$ cat config.mk
export PLATFORM = sky130hd
export DESIGN_NAME = rra_ctrl
export DESIGN_NICKNAME = d
export VERILOG_FILES = /design/src/rtl/core/rra_pkg.sv /design/src/rtl/core/rra_ctrl.sv
export SDC_FILE = /design/constraint.sdc
export NUM_CORES = 1
export LEC_CHECK = 0
export ABC_AREA = 1
export ABC_CLOCK_PERIOD_IN_PS = 2140
export BUFFER_PORTS_ARGS = -buffer_cell sky130_fd_sc_hd__clkbuf_2
export CAP_MARGIN = 20
export CORE_MARGIN = 8
export CORE_UTILIZATION = 60
export CTS_BUF_LIST = sky130_fd_sc_hd__clkbuf_2
export DETAILED_ROUTE_END_ITERATION = 6
export MAX_ROUTING_LAYER = met4
export PLACE_DENSITY = 0.87
export SYNTH_ARGS = -nofsm -noshare
export SYNTH_HDL_FRONTEND = slang
export SYNTH_SLANG_ARGS = --single-unit
$ cat constraint.sdc
create_clock -name clk -period 2.14 [get_ports clk]
set_input_delay 0 -clock clk [delete_from_list [all_inputs] [get_ports clk]]
set_output_delay 0 -clock clk [all_outputs]
set_load 0.02 [all_outputs]
$ cat src/rtl/core/rra_pkg.sv
// Shared types, codes and constants for the rectangle region allocator.
// No dependencies; every other file of the block except rra_ram imports this package.
package rra_pkg;

  localparam int MAX_FREE_BLOCKS_DEF = 64;
  localparam int COORD_BITS_DEF      = 16;
  localparam int IN_W                = 16;  // width of input and result coordinates
  localparam int PAD_W               = 8;
  localparam int ALIGN_W             = 11;
  localparam int SZ_W                = 17;  // padded and aligned size
  localparam int CFG_IDX_W           = 3;
  localparam int CFG_DATA_W          = 16;
  localparam logic [IN_W-1:0] REGION_RST = 16'd4096;
  localparam logic [ALIGN_W-1:0] ALIGN_RST = 11'd1;

  localparam logic [CFG_IDX_W-1:0] CFG_PAD_X    = 3'd0;
  localparam logic [CFG_IDX_W-1:0] CFG_PAD_Y    = 3'd1;
  localparam logic [CFG_IDX_W-1:0] CFG_ALIGN_X  = 3'd2;
  localparam logic [CFG_IDX_W-1:0] CFG_ALIGN_Y  = 3'd3;
  localparam logic [CFG_IDX_W-1:0] CFG_REGION_W = 3'd4;
  localparam logic [CFG_IDX_W-1:0] CFG_REGION_H = 3'd5;

  typedef enum logic [1:0] {
    ST_OK       = 2'd0,
    ST_NO_SPACE = 2'd1,
    ST_FULL     = 2'd2,
    ST_OVERFLOW = 2'd3
  } status_t;

  typedef enum logic [4:0] {
    OP_NONE, OP_LATCH, OP_DIV_X, OP_CAP_X, OP_DIV_Y, OP_CAP_Y, OP_MUL,
    OP_COPY_INIT, OP_COPY_RD, OP_COPY_WR, OP_IDX_CLR, OP_SCAN_RD, OP_SCAN_EV,
    OP_SCAN_CMP, OP_SEL_BEST, OP_REM_RD, OP_REM_WR, OP_SPLIT, OP_LOAD_FREE,
    OP_INS_RD, OP_INS_EV, OP_APPEND, OP_LOAD_R2, OP_FINISH
  } op_t;

  typedef enum logic [1:0] {
    RET_EXACT,
    RET_SPLIT,
    RET_MERGE
  } ret_t;

  typedef enum logic [4:0] {
    S_IDLE, S_DIVX, S_WX, S_DIVY, S_WY, S_MUL, S_CHK, S_CPRD, S_CPWR,
    S_SCRD, S_SCEV, S_SCCMP, S_SCEND, S_RMRD, S_RMWR, S_SPLIT, S_INS_CHK,
    S_INRD, S_INEV, S_APP, S_INS_DONE, S_OK, S_DONE
  } state_t;

  typedef struct packed {
    op_t     op;
    status_t st;
  } cmd_t;

  typedef struct packed {
    logic div_done;
    logic ovf;
    logic copy_end;
    logic scan_end;
    logic exact;
    logic found;
    logic merged;
    logic b_zero;
    logic full;
    logic pend2;
    logic mode;
  } dp_stat_t;

endpackage

$ cat src/rtl/core/rra_ctrl.sv
// Sequencer of the allocator: walks align, copy, scan, remove and insert steps.
// Depends on rra_pkg; drives the datapath through cmd_t and reads dp_stat_t.
module rra_ctrl
  import rra_pkg::*;
(
  input  logic     clk,
  input  logic     rst_n,
  input  logic     start,
  output logic     busy,
  input  dp_stat_t stat,
  output cmd_t     cmd
);

  state_t  state_r, state_nxt;
  ret_t    ret_r, ret_nxt;
  status_t st_r, st_nxt;

  assign busy = (state_r != S_IDLE);

  always_ff @(posedge clk) begin
    if (!rst_n) begin
      state_r <= S_IDLE;
      ret_r   <= RET_EXACT;
      st_r    <= ST_OK;
    end else begin
      state_r <= state_nxt;
      ret_r   <= ret_nxt;
      st_r    <= st_nxt;
    end
  end

  always_comb begin
    state_nxt = state_r;
    ret_nxt   = ret_r;
    st_nxt    = st_r;
    cmd.op    = OP_NONE;
    cmd.st    = st_r;
    unique case (state_r)
      S_IDLE: begin
        if (start) begin
          cmd.op    = OP_LATCH;
          state_nxt = S_DIVX;
        end
      end
      S_DIVX: begin
        cmd.op    = OP_DIV_X;
        state_nxt = S_WX;
      end
      S_WX: begin
        if (stat.div_done) begin
          cmd.op    = OP_CAP_X;
          state_nxt = S_DIVY;
        end
      end
      S_DIVY: begin
        cmd.op    = OP_DIV_Y;
        state_nxt = S_WY;
      end
      S_WY: begin
        if (stat.div_done) begin
          cmd.op    = OP_CAP_Y;
          state_nxt = S_MUL;
        end
      end
      S_MUL: begin
        cmd.op    = OP_MUL;
        state_nxt = S_CHK;
      end
      S_CHK: begin
        if (stat.ovf) begin
          st_nxt    = ST_OVERFLOW;
          state_nxt = S_DONE;
        end else begin
          cmd.op    = OP_COPY_INIT;
          state_nxt = S_CPRD;
        end
      end
      S_CPRD: begin
        if (stat.copy_end) begin
          if (stat.mode) begin
            cmd.op    = OP_LOAD_FREE;
            state_nxt = S_INS_CHK;
          end else begin
            cmd.op    = OP_IDX_CLR;
            state_nxt = S_SCRD;
          end
        end else begin
          cmd.op    = OP_COPY_RD;
          state_nxt = S_CPWR;
        end
      end
      S_CPWR: begin
        cmd.op    = OP_COPY_WR;
        state_nxt = S_CPRD;
      end
      S_SCRD: begin
        if (stat.scan_end) begin
          state_nxt = S_SCEND;
        end else begin
          cmd.op    = OP_SCAN_RD;
          state_nxt = S_SCEV;
        end
      end
      S_SCEV: begin
        cmd.op = OP_SCAN_EV;
        if (stat.exact) begin
          ret_nxt   = RET_EXACT;
          state_nxt = S_RMRD;
        end else begin
          state_nxt = S_SCCMP;
        end
      end
      S_SCCMP: begin
        cmd.op    = OP_SCAN_CMP;
        state_nxt = S_SCRD;
      end
      S_SCEND: begin
        if (!stat.found) begin
          st_nxt    = ST_NO_SPACE;
          state_nxt = S_DONE;
        end else begin
          cmd.op    = OP_SEL_BEST;
          ret_nxt   = RET_SPLIT;
          state_nxt = S_RMRD;
        end
      end
      S_RMRD: begin
        cmd.op    = OP_REM_RD;
        state_nxt = S_RMWR;
      end
      S_RMWR: begin
        cmd.op = OP_REM_WR;
        unique case (ret_r)
          RET_EXACT: state_nxt = S_OK;
          RET_SPLIT: state_nxt = S_SPLIT;
          default:   state_nxt = S_INS_CHK;
        endcase
      end
      S_SPLIT: begin
        cmd.op    = OP_SPLIT;
        state_nxt = S_INS_CHK;
      end
      S_INS_CHK: begin
        cmd.op    = OP_IDX_CLR;
        state_nxt = stat.b_zero ? S_INS_DONE : S_INRD;
      end
      S_INRD: begin
        if (stat.scan_end) begin
          state_nxt = S_APP;
        end else begin
          cmd.op    = OP_INS_RD;
          state_nxt = S_INEV;
        end
      end
      S_INEV: begin
        cmd.op = OP_INS_EV;
        if (stat.merged) begin
          ret_nxt   = RET_MERGE;
          state_nxt = S_RMRD;
        end else begin
          state_nxt = S_INRD;
        end
      end
      S_APP: begin
        if (stat.full) begin
          st_nxt    = ST_FULL;
          state_nxt = S_DONE;
        end else begin
          cmd.op    = OP_APPEND;
          state_nxt = S_INS_DONE;
        end
      end
      S_INS_DONE: begin
        if (stat.pend2) begin
          cmd.op    = OP_LOAD_R2;
          state_nxt = S_INS_CHK;
        end else begin
          state_nxt = S_OK;
        end
      end
      S_OK: begin
        st_nxt    = ST_OK;
        state_nxt = S_DONE;
      end
      S_DONE: begin
        cmd.op    = OP_FINISH;
        state_nxt = S_IDLE;
      end
      default: state_nxt = S_IDLE;
    endcase
  end

endmodule

**Word level (Yosys, flattened, before mapping)**

Cells that the tools add are included.

- Muxes and demuxes: 36
- Reductions and logical operators: 8
- Equality and inequality tests: 32

Operators with widths:

| kind | count |
|---|---|
| $pmux W5 S22 | 2 |
| $mux W5 | 13 |
| $eq A5 B4 Y1 const B | 8 |
| $eq A5 B5 Y1 const B | 7 |
| $eq A5 B3 Y1 const B | 4 |
| $mux W3 | 6 |
| $ne A2 B2 Y1 const B | 9 |
| $mux W2 | 8 |
| $eq A5 B2 Y1 const B | 2 |
| $pmux W5 S2 | 1 |
| $mux W4 | 2 |
| $pmux W2 S4 | 1 |
| $reduce_and A4 Y1 | 2 |
| $pmux W2 S3 | 1 |
| $eq A5 B1 Y1 const B | 1 |
| $logic_not A5 Y1 | 1 |
| $reduce_bool A5 Y1 | 1 |
| $reduce_bool A4 Y1 | 1 |
| $reduce_and A3 Y1 | 1 |
| $reduce_bool A3 Y1 | 1 |
| $eq A2 B1 Y1 const B | 1 |
| $logic_not A2 Y1 | 1 |
| $mux W1 | 2 |

- Flip-flop bits (word level): 9
- Input bits: 14

**Logic depth before layout (Yosys ltp)**

Gate-level depths: netlist of run 1.

- Depth after elaboration: 3
- Gate-level depth with buffers: 10
- Gate-level depth less buffers: 10

**Worst setup path before layout of run 1**

Ideal clock, no wire load.

- Path type: register -> register
- Start: register state_r[1]
- End: register state_r[0]
- Clock period less this slack: 1337 ps
- Data arrival time: 1217 ps
- Path buffers: 0
- Cell stages (with the launch flop): 9
- Setup slack: 803 ps
- Path through: dfxtp_1 nor2_2 nand2_2 inv_1 nand2_1 nor2_1 a21oi_1 nand2_1 nor2_1

- Cells in the longest elaborated chain, start to end: 3

Ends and longest elaborated chain:

| item | line | text |
|---|---|---|
| start: declaration | rra_ctrl.sv:14 | `state_t state_r, state_nxt;` |
| start signal: assignment | rra_ctrl.sv:26 | `state_r <= state_nxt;` |
| $eq A5 B2 Y1, or another cell as far along | rra_ctrl.sv:38 | `unique case (state_r)` |
| $ne A2 B2 Y1 (no source line) | -- |  |
| $reduce_and A3 Y1 (no source line) | -- |  |

Several ways; a longest one is shown, not always the timed one.
A chain may end at the register's enable or synchronous reset.

==> out/metrics.yaml, run 1 <==
worst_setup_path:
  crit_buf_inv: 3
  crit_type: "register to primary output"
  worst_setup_path_start_kind: "register"
  end_kind: "primary output"
  r2r_cells: 10
  path_max_fanout: 10
  worstPathCellList: "inv_1, nand2_1, inv_2, nand3_1, a21oi_1, nor2_1, nand4_1, clkbuf_2"
  path_delay_family: "buffers and inverters"
  crit_cells: 8
  cp.required_ps: 2140
  worstPathArrival_ps: 1820
  slowest_stage: "dfxtp_1"
  slowest_delay_ps: 380
run_status:
  status: "completed"
floorplanning:
  die_h_um: 57.4
  rows: 15
  die_area_mm2: 0.00329
  ios: 22
  die_x_um: 57.4
  initial_utilization: 0.614
  design.core.area_mm2: 0.00167
place:
  hpwl_mm: 2.73
  dp.cells: 236
  io_buffers: 21
  finalWeightedCongestion: 1.00
  pre_cts_slack_ps: 624
  placed_area_mm2: 0.00115
sta:
  setup_viol: 0
  fin_crit_sh: 0.849
  fin_tns_setup_ps: 0
  max_freq_ghz: 0.550
  slew_headroom: 0.747
  finalHoldViolations: 0
  finalCriticalPeriod_ps: 1820
  rsz0062_at_grt: "false"
  post-route-worst-setup-slack_ps: 323
  tightest_slew_ps: 378
  drv_slew: 0
  clock_skew_ps: 4.51
layout:
  area_growth_pct: 15.5
  fillCellCount: 161
  diodes: 0
  final_util: 0.709
  drive_gt1_frac: 0.196
  design_area_mm2: 0.00118
  finalNonFillerCells: 241
  nets: 239
global_route:
  grt_pass1_vias: 1273
  grtUsageMet3: 0.0381
  globalRouteOverflowTotal: 0
  grtUsageMet1: 0.231
  grt.total_usage: 0.207
  top_usage_layer: "met2"
  grt_pass1_wl_mm: 5.44
  grt_use_met2: 0.346
  grt_antenna_before_repair: 0
  grt_start_max_net_pins: 15
worst_hold_path:
  hold_path_depth: 3
  min_path_type: "input pin to register"
clocking:
  path_clk_slew_ps: 90
  cts_num_sinks: 9
  cts_buffers: 3
  root_buffer: "clkbuf_2"
  insertion_delay_ps: 240
  htree_levels: 1
  cts_buffer_depth: 2
  cts_tree: "yes"
synth:
  syn-cell-area_mm2: 0.00103
  yosysSeqAreaShare: 0.176
  synth.distinct_cells: 20
  ys_ff_latch: 9
  syn_area_per_cell_um2: 5.18
  syn_inst: 198
  syn_nets: 212
  ys_warn_count: 0
detailed_routing:
  via_per_inst: 5.81
  ant_nets: 0
  initialDrtViolationCount: 82
  first_pass_iters: 5
  wl_mm: 3.29
  wl_per_cell_um: 13.7
  drc_errors: 0
  vias: 1401
job:
  drv_cap: 0
power:
  p_leak_nw: 0.696
  peakVddDrop_uv: 592
  cellPowerDensity_mw_per_mm2: 751
==> worst paths after layout <==
path | start | endpoint | slack (ps)
max | state_r[3] | cmd[4] | 320
min | stat[4] | ret_r[1] | 100
max reg2reg | state_r[4] | state_r[3] | 580
min reg2reg | st_r[0] | st_r[0] | 470
==> registers in the layout, summed over array words and instances, names as in the netlist <==
| signal | flops |
|---|---|
| ret_r | 2 |
| st_r | 2 |
| state_r | 5 |
==> cell usage in the layout (no fill, tap or decap), drive strengths merged <==
cell	instances
a21oi	7
and3	1
buf	1
clkbuf	25
clkinv	1
dfxtp	9
dlygate4sd3	1
inv	34
nand2	63
nand3	25
nand4	10
nor2	36
nor3	4
o211ai	1
o21ai	6
==> synth_stat cells <==
| library cell | count | area share |
|---|---|---|
| nand2_1 | 58 | 0.21 |
| inv_1 | 32 | 0.12 |
| nor2_1 | 28 | 0.10 |
| nand3_1 | 23 | 0.11 |
| nand4_1 | 10 | 0.061 |
| dfxtp_1 | 9 | 0.18 |
| nor2_2 | 7 | 0.043 |
| a21oi_1 | 6 | 0.029 |
| nand2_2 | 5 | 0.030 |
| o21ai_0 | 5 | 0.024 |
| nor3_1 | 4 | 0.020 |
| inv_2 | 2 | 0.0073 |
| nand3_2 | 2 | 0.020 |
| a21oi_2 | 1 | 0.0085 |
| and3_1 | 1 | 0.0061 |
| buf_2 | 1 | 0.0049 |
| clkinv_1 | 1 | 0.0037 |
| nor2_4 | 1 | 0.011 |
| o211ai_1 | 1 | 0.0073 |
| o21ai_1 | 1 | 0.0049 |
==> routing by layer <==
metal | vias to the layer above | wire length [um]
li1 | 680 | -
met1 | 605 | 1310
met2 | 100 | 1520
met3 | 16 | 346
met4 | 0 | 117
met5 | - | 0
==> cell families (layout without fill, tap and decap cells) <==
family / count (synthesis) / count (layout) / synth area share
AND/OR/NAND/NOR: 139 / 139 / 0.617
flip-flops: 9 / 9 / 0.176
buffers and inverters: 36 / 62 / 0.133
AO/OA/AOI/OAI: 14 / 14 / 0.0744
==> area by class of cell <==
class | instances | area [um^2] | share of cell area
Tap cell | 17 | 21.3 | 0.0180
Multi-Input combinational cell | 153 | 709 | 0.599
Inverter | 35 | 131 | 0.111
Sequential cell | 9 | 180 | 0.152
Timing Repair Buffer | 23 | 123 | 0.103
Clock buffer | 4 | 20.0 | 0.0169
==> stage by stage <==
stage | hold WS, ps | power (mW)
after floorplan | 120 | 0.620
after global placement | 222 | 0.773
after detailed placement | 226 | 0.776
after CTS | 93.2 | 0.886
after global routing | 100 | 0.965
final | 100 | 0.890
==> report_power, final <==
group	total, mW	internal [mW]	switching [mW]
Sequential	0.230	0.190	0.0398
Combinational	0.553	0.164	0.389
Clock	0.107	0.0497	0.0573
==> worst min-delay path, cell delays in order <==
cell	delay (ps)
clkbuf_2	90
nand2_1	130
a21oi_1	80
==> what timing repair did <==
item	in CTS	in global routing
endpoints found under the hold margin	1	0
resized for setup	0	0
hold buffers	1	0
setup endpoints to repair	0	0
setup buffers	0	0
(Power assumes the default switching activity.)
==> run 2, diff against run 1 <==
==> config.mk (replaced) <==
export PLATFORM = sky130hd
export DESIGN_NAME = rra_ctrl
export DESIGN_NICKNAME = d
export VERILOG_FILES = /design/src/rtl/core/rra_pkg.sv /design/src/rtl/core/rra_ctrl.sv
export SDC_FILE = /design/constraint.sdc
export NUM_CORES = 1
export LEC_CHECK = 0
export ABC_AREA = 0
export ABC_CLOCK_PERIOD_IN_PS = 1450
export BUFFER_PORTS_ARGS = -buffer_cell sky130_fd_sc_hd__clkbuf_2
export CAP_MARGIN = 20
export CORE_MARGIN = 8
export CORE_UTILIZATION = 51
export CTS_BUF_LIST = sky130_fd_sc_hd__clkbuf_2
export DETAILED_ROUTE_END_ITERATION = 6
export MAX_ROUTING_LAYER = met4
export PLACE_DENSITY = 0.78
export SYNTH_ARGS = -nofsm -noshare
export SYNTH_HDL_FRONTEND = slang
export SYNTH_SLANG_ARGS = --single-unit
==> constraint.sdc (replaced) <==
create_clock -name clk -period 1.45 [get_ports clk]
set_input_delay 0 -clock clk [delete_from_list [all_inputs] [get_ports clk]]
set_output_delay 0 -clock clk [all_outputs]
set_load 0.02 [all_outputs]
==> out/metrics.yaml, run 2 <==
clocking:
  cts_num_sinks: 9  # unchanged
  htree_levels: 1  # unchanged
  root_buffer: "clkbuf_2"  # unchanged
  cts_buffer_depth: 2  # unchanged
  cts_buffers: 3  # unchanged
place:
  finalWeightedCongestion: 1.04  # was 1.00
  io_buffers: 21  # unchanged
  placed_area_mm2: 0.00156  # was 0.00115 mm^2
  hpwl_mm: 3.39  # was 2.73 mm
  dp.cells: 240  # was 236
  pre_cts_slack_ps: -176  # was 624 ps
synth:
  synth_most_common_cell: "a21oi_1"  # was nand2_1
  ys_warn_count: 0  # unchanged
  synthTopCellsByCount: "a21oi_1 (19), nand2_1 (17), nor2_1 (10), dfxtp_1 (9), o21ai_0 (9)"  # was nand2_1 (58), inv_1 (32), nor2_1 (28), nand3_1 (23), nand4_1 (10)
  synth_flop_cell: "dfxtp_1"  # unchanged
  async_reset_ff_frac: 0  # unchanged
  syn_inst: 155  # was 198
  ys_top_cells_by_area: "dfxtp_1 (16%), a21oi_1 (8.6%), nand2_1 (5.8%)"  # was nand2_1 (21%), dfxtp_1 (18%), inv_1 (12%)
  synth_top_cell_by_area: "dfxtp_1"  # was nand2_1
  syn_area_per_cell_um2: 7.12  # was 5.18 um^2
  synth-edff-count: 0  # unchanged
  syn-cell-area_mm2: 0.00110  # was 0.00103 mm^2
  ys_ff_latch: 9  # unchanged
  synth.distinct_cells: 50  # was 20
  syn_nets: 169  # was 212
  yosysSeqAreaShare: 0.163  # was 0.176
  synth_top_area_share: 0.163  # was 0.212
global_route:
  grt_start_max_net_pins: 15
  grt_antenna_before_repair: 0
run_status:
  first-error: "[ERROR DPL-0033] detailed placement checks failed during check placement."
  status: "aborted with a tool error"  # was completed
  stop_stage: "5_1_grt"
floorplanning:
  ios: 22  # unchanged
  die_x_um: 62.5  # was 57.4 um
  die_h_um: 62.5  # was 57.4 um
  rows: 17  # was 15
  initial_utilization: 0.519  # was 0.614
sta:
  endpoint_type: "output port"
  worst_endpoint: "cmd[4]"
run 2: cell count changes after synthesis, sizes merged, moves of 4 or more:
cell    before  now
nand2       63   17
inv         34    6
nor2        36   10
nand3       25    3
a21oi        7   19
buf          1   11
nand4       10    2
nand2b       0    6
a211oi       0    4
nor3         4    8
o21ai        6   10
run 2: what timing repair did:
action / CTS
hold buffers: 0
pin swaps: 12
cloned: 1
endpoints found under the setup margin: 14
resized for setup: 42
setup buffers: 13
hold endpoints to repair: 0
run 2: cells by family after synthesis:
| family | count (synthesis) | share of synthesized area |
|---|---|---|
| AO/OA/AOI/OAI | 66 | 0.422 |
| AND/OR/NAND/NOR | 58 | 0.300 |
| multiplexers | 2 | 0.0193 |
| flip-flops | 9 | 0.163 |
| buffers and inverters | 20 | 0.0952 |
run 2: per-stage QoR:
stage	utilization	TNS [ps]
floorplan	-	0
detailed placement	0.734	-1740
global placement	0.734	-1280
CTS	0.871	-2360
==> run 3, diff against run 2 <==
==> config.mk (replaced) <==
export PLATFORM = sky130hd
export DESIGN_NAME = rra_ctrl
export DESIGN_NICKNAME = d
export VERILOG_FILES = /design/src/rtl/core/rra_pkg.sv /design/src/rtl/core/rra_ctrl.sv
export SDC_FILE = /design/constraint.sdc
export NUM_CORES = 1
export LEC_CHECK = 0
export ABC_AREA = 0
export ABC_CLOCK_PERIOD_IN_PS = 1890
export BUFFER_PORTS_ARGS = -buffer_cell sky130_fd_sc_hd__clkbuf_2
export CAP_MARGIN = 20
export CORE_AREA = 8 8 69 71
export DETAILED_ROUTE_END_ITERATION = 6
export DIE_AREA = 0 0 77 79
export PLACE_DENSITY_LB_ADDON = 0.15
export SYNTH_ARGS = -nofsm -noshare
export SYNTH_HDL_FRONTEND = slang
export SYNTH_SLANG_ARGS = --single-unit
==> constraint.sdc (replaced) <==
create_clock -name clk -period 1.89 [get_ports clk]
set_input_delay 0 -clock clk [delete_from_list [all_inputs] [get_ports clk]]
set_output_delay 0 -clock clk [all_outputs]
set_load 0.02 [all_outputs]
==> out/metrics.yaml, run 3 <==
layout:
  largestRegisters: "state_r x5, ret_r x2, st_r x2"
  top_register: "state_r"
  fillCellCount: 430
  area_growth_pct: 26.3
  ff_latch_area_um2: 185
  mostFrequentLayoutCells: "clkbuf_2 (20), buf_4 (20), a21oi_1 (19)"
  final_util: 0.367
  drive_gt1_frac: 0.323
  diodes: 0
  nets: 201
  design_area_mm2: 0.00139
  multi_input_area_um2: 823
  largest_reg_flops: 5
synth:
  syn-cell-area_mm2: 0.00110  # unchanged
  yosysSeqAreaShare: 0.163  # unchanged
  synth-edff-count: 0  # unchanged
  synth.distinct_cells: 50  # unchanged
  syn_nets: 169  # unchanged
  syn_inst: 155  # unchanged
  synth_flop_cell: "dfxtp_1"  # unchanged
  ys_ff_latch: 9  # unchanged
  synth_most_common_cell: "a21oi_1"  # unchanged
  ys_top_cells_by_area: "dfxtp_1 (16%), a21oi_1 (8.6%), nand2_1 (5.8%)"  # unchanged
  syn_area_per_cell_um2: 7.12  # unchanged
  ys_warn_count: 0  # unchanged
  async_reset_ff_frac: 0  # unchanged
  synthTopCellsByCount: "a21oi_1 (19), nand2_1 (17), nor2_1 (10), dfxtp_1 (9), o21ai_0 (9)"  # unchanged
  synth_top_cell_by_area: "dfxtp_1"  # unchanged
  synth_top_area_share: 0.163  # unchanged
clocking:
  ctsHoldBuffers: 0  # unchanged
  cts_buffer_depth: 2  # unchanged
  cts_tree: "yes"
  path_clk_slew_ps: 50
  insertion_delay_ps: 230
  htree_levels: 1  # unchanged
  root_buffer: "clkbuf_8"  # was clkbuf_2
  cts_buffers: 3  # unchanged
  cts_num_sinks: 9  # unchanged
global_route:
  grt_pass1_vias: 1341
  grt_start_max_net_pins: 17
  grt_antenna_before_repair: 0
  grt.total_usage: 0.131
  globalRouteOverflowTotal: 0
  grt_pass1_wl_mm: 6.55
detailed_routing:
  ant_nets: 0
  wl_met3_um: 334
  top_layer_used: "met4"
  met1Wirelength_mm: 1.67
  wl_met2_mm: 2.09
  via_per_inst: 5.74
  wl_mm: 4.18
  drc_errors: 0
  initialDrtViolationCount: 114
  first_pass_iters: 4
  vias: 1354
  wl_per_cell_um: 17.7
sta:
  finalCriticalPeriod_ps: 1810
  finalHoldViolations: 0
  post-route-worst-setup-slack_ps: 81.9
  tightest_slew_ps: 373
  clock_skew_ps: 2.75
  slew_headroom: 0.750
  drv_slew: 0
  max_freq_ghz: 0.553
  setup_viol: 0
  fin_crit_sh: 0.957
power:
  peakVddDrop_uv: 588
  p_total_mw: 1.96
  p_leak_nw: 0.544
  cellPowerDensity_mw_per_mm2: 1410
job:
  drv_cap: 0
worst_setup_path:
  crit_type: "register to primary output"
  worst_setup_path_start_kind: "register"
  worstPathArrival_ps: 1810
  end_kind: "primary output"
  reg2reg_slack_ps: 200
  path_max_fanout: 12
  cp.required_ps: 1890
floorplanning:
  die_h_um: 79  # was 62.5 um
  ios: 22  # unchanged
  rows: 23  # was 17
  die_x_um: 77  # was 62.5 um
  design.core.area_mm2: 0.00380
  initial_utilization: 0.291  # was 0.519
  die_area_mm2: 0.00608
place:
  io_buffers: 21  # unchanged
  hpwl_mm: 3.23  # was 3.39 mm
  finalWeightedCongestion: 0.908  # was 1.04
  placed_area_mm2: 0.00133  # was 0.00156 mm^2
  pre_cts_slack_ps: 157  # was -176 ps
run_status:
  status: "completed"  # was aborted with a tool error
worst_hold_path:
  min_path_type: "input pin to register"
run 3: metal layers:
metal  up-vias  GRT usage
li1        649          -
met2        62      0.234
met1       632      0.151
met3        11     0.0327
met5         -          0
met4         0     0.0377
run 3: power by group:
part,switching [mW],internal [mW]
sequential,0.0878,0.243
combinational,0.842,0.554
clock,0.0849,0.148
total,1.02,0.944
run 3: through the flow:
step                setup TNS, ps  cells  hold slack (ps)
CTS                             0    236              113
global placement                0    231              359
floorplan                       0    155              237
detailed placement              0    231              367
finish                          0    236              119
global route               -0.132    236              131
run 3: cell families (layout without fill, tap and decap cells):
logic type             count (synthesis)  count (layout)  synth area share
AO/OA/AOI/OAI                         66              66             0.422
buffers and inverters                 20              51            0.0952
flip-flops                             9               9             0.163
AND/OR/NAND/NOR                       58              58             0.300
multiplexers                           2               2            0.0193
run 3: worst paths after layout:
check	start	to	depth (start not counted)
setup / recovery	state_r[0]	cmd[2]	7
hold / removal	rst_n	state_r[2]	2
setup reg to reg	state_r[0]	st_r[1]	6
hold reg to reg	ret_r[0]	ret_r[0]	1
run 3: worst max-delay path, cell delays in order (launching register included):
cell and delay [ps]:
dfxtp_2 380, buf_4 220, nand3_1 140, buf_4 190
nor3_1 240, a311oi_1 100, o211ai_1 110, clkbuf_2 200
run 3: area by class of cell:
class / count / area share
well taps: 50 / 0.0449
repair buffers: 41 / 0.183
multi-input cells: 126 / 0.591
inverters: 6 / 0.0162
clock buffers: 4 / 0.0323
flip-flops and latches: 9 / 0.133
run 3: timing repair:
item | in CTS | in global routing
endpoints found under the hold margin | 0 | 0
gates resized for setup | 2 | 6
setup buffers | 1 | 0
endpoints found under the setup margin | 2 | 4
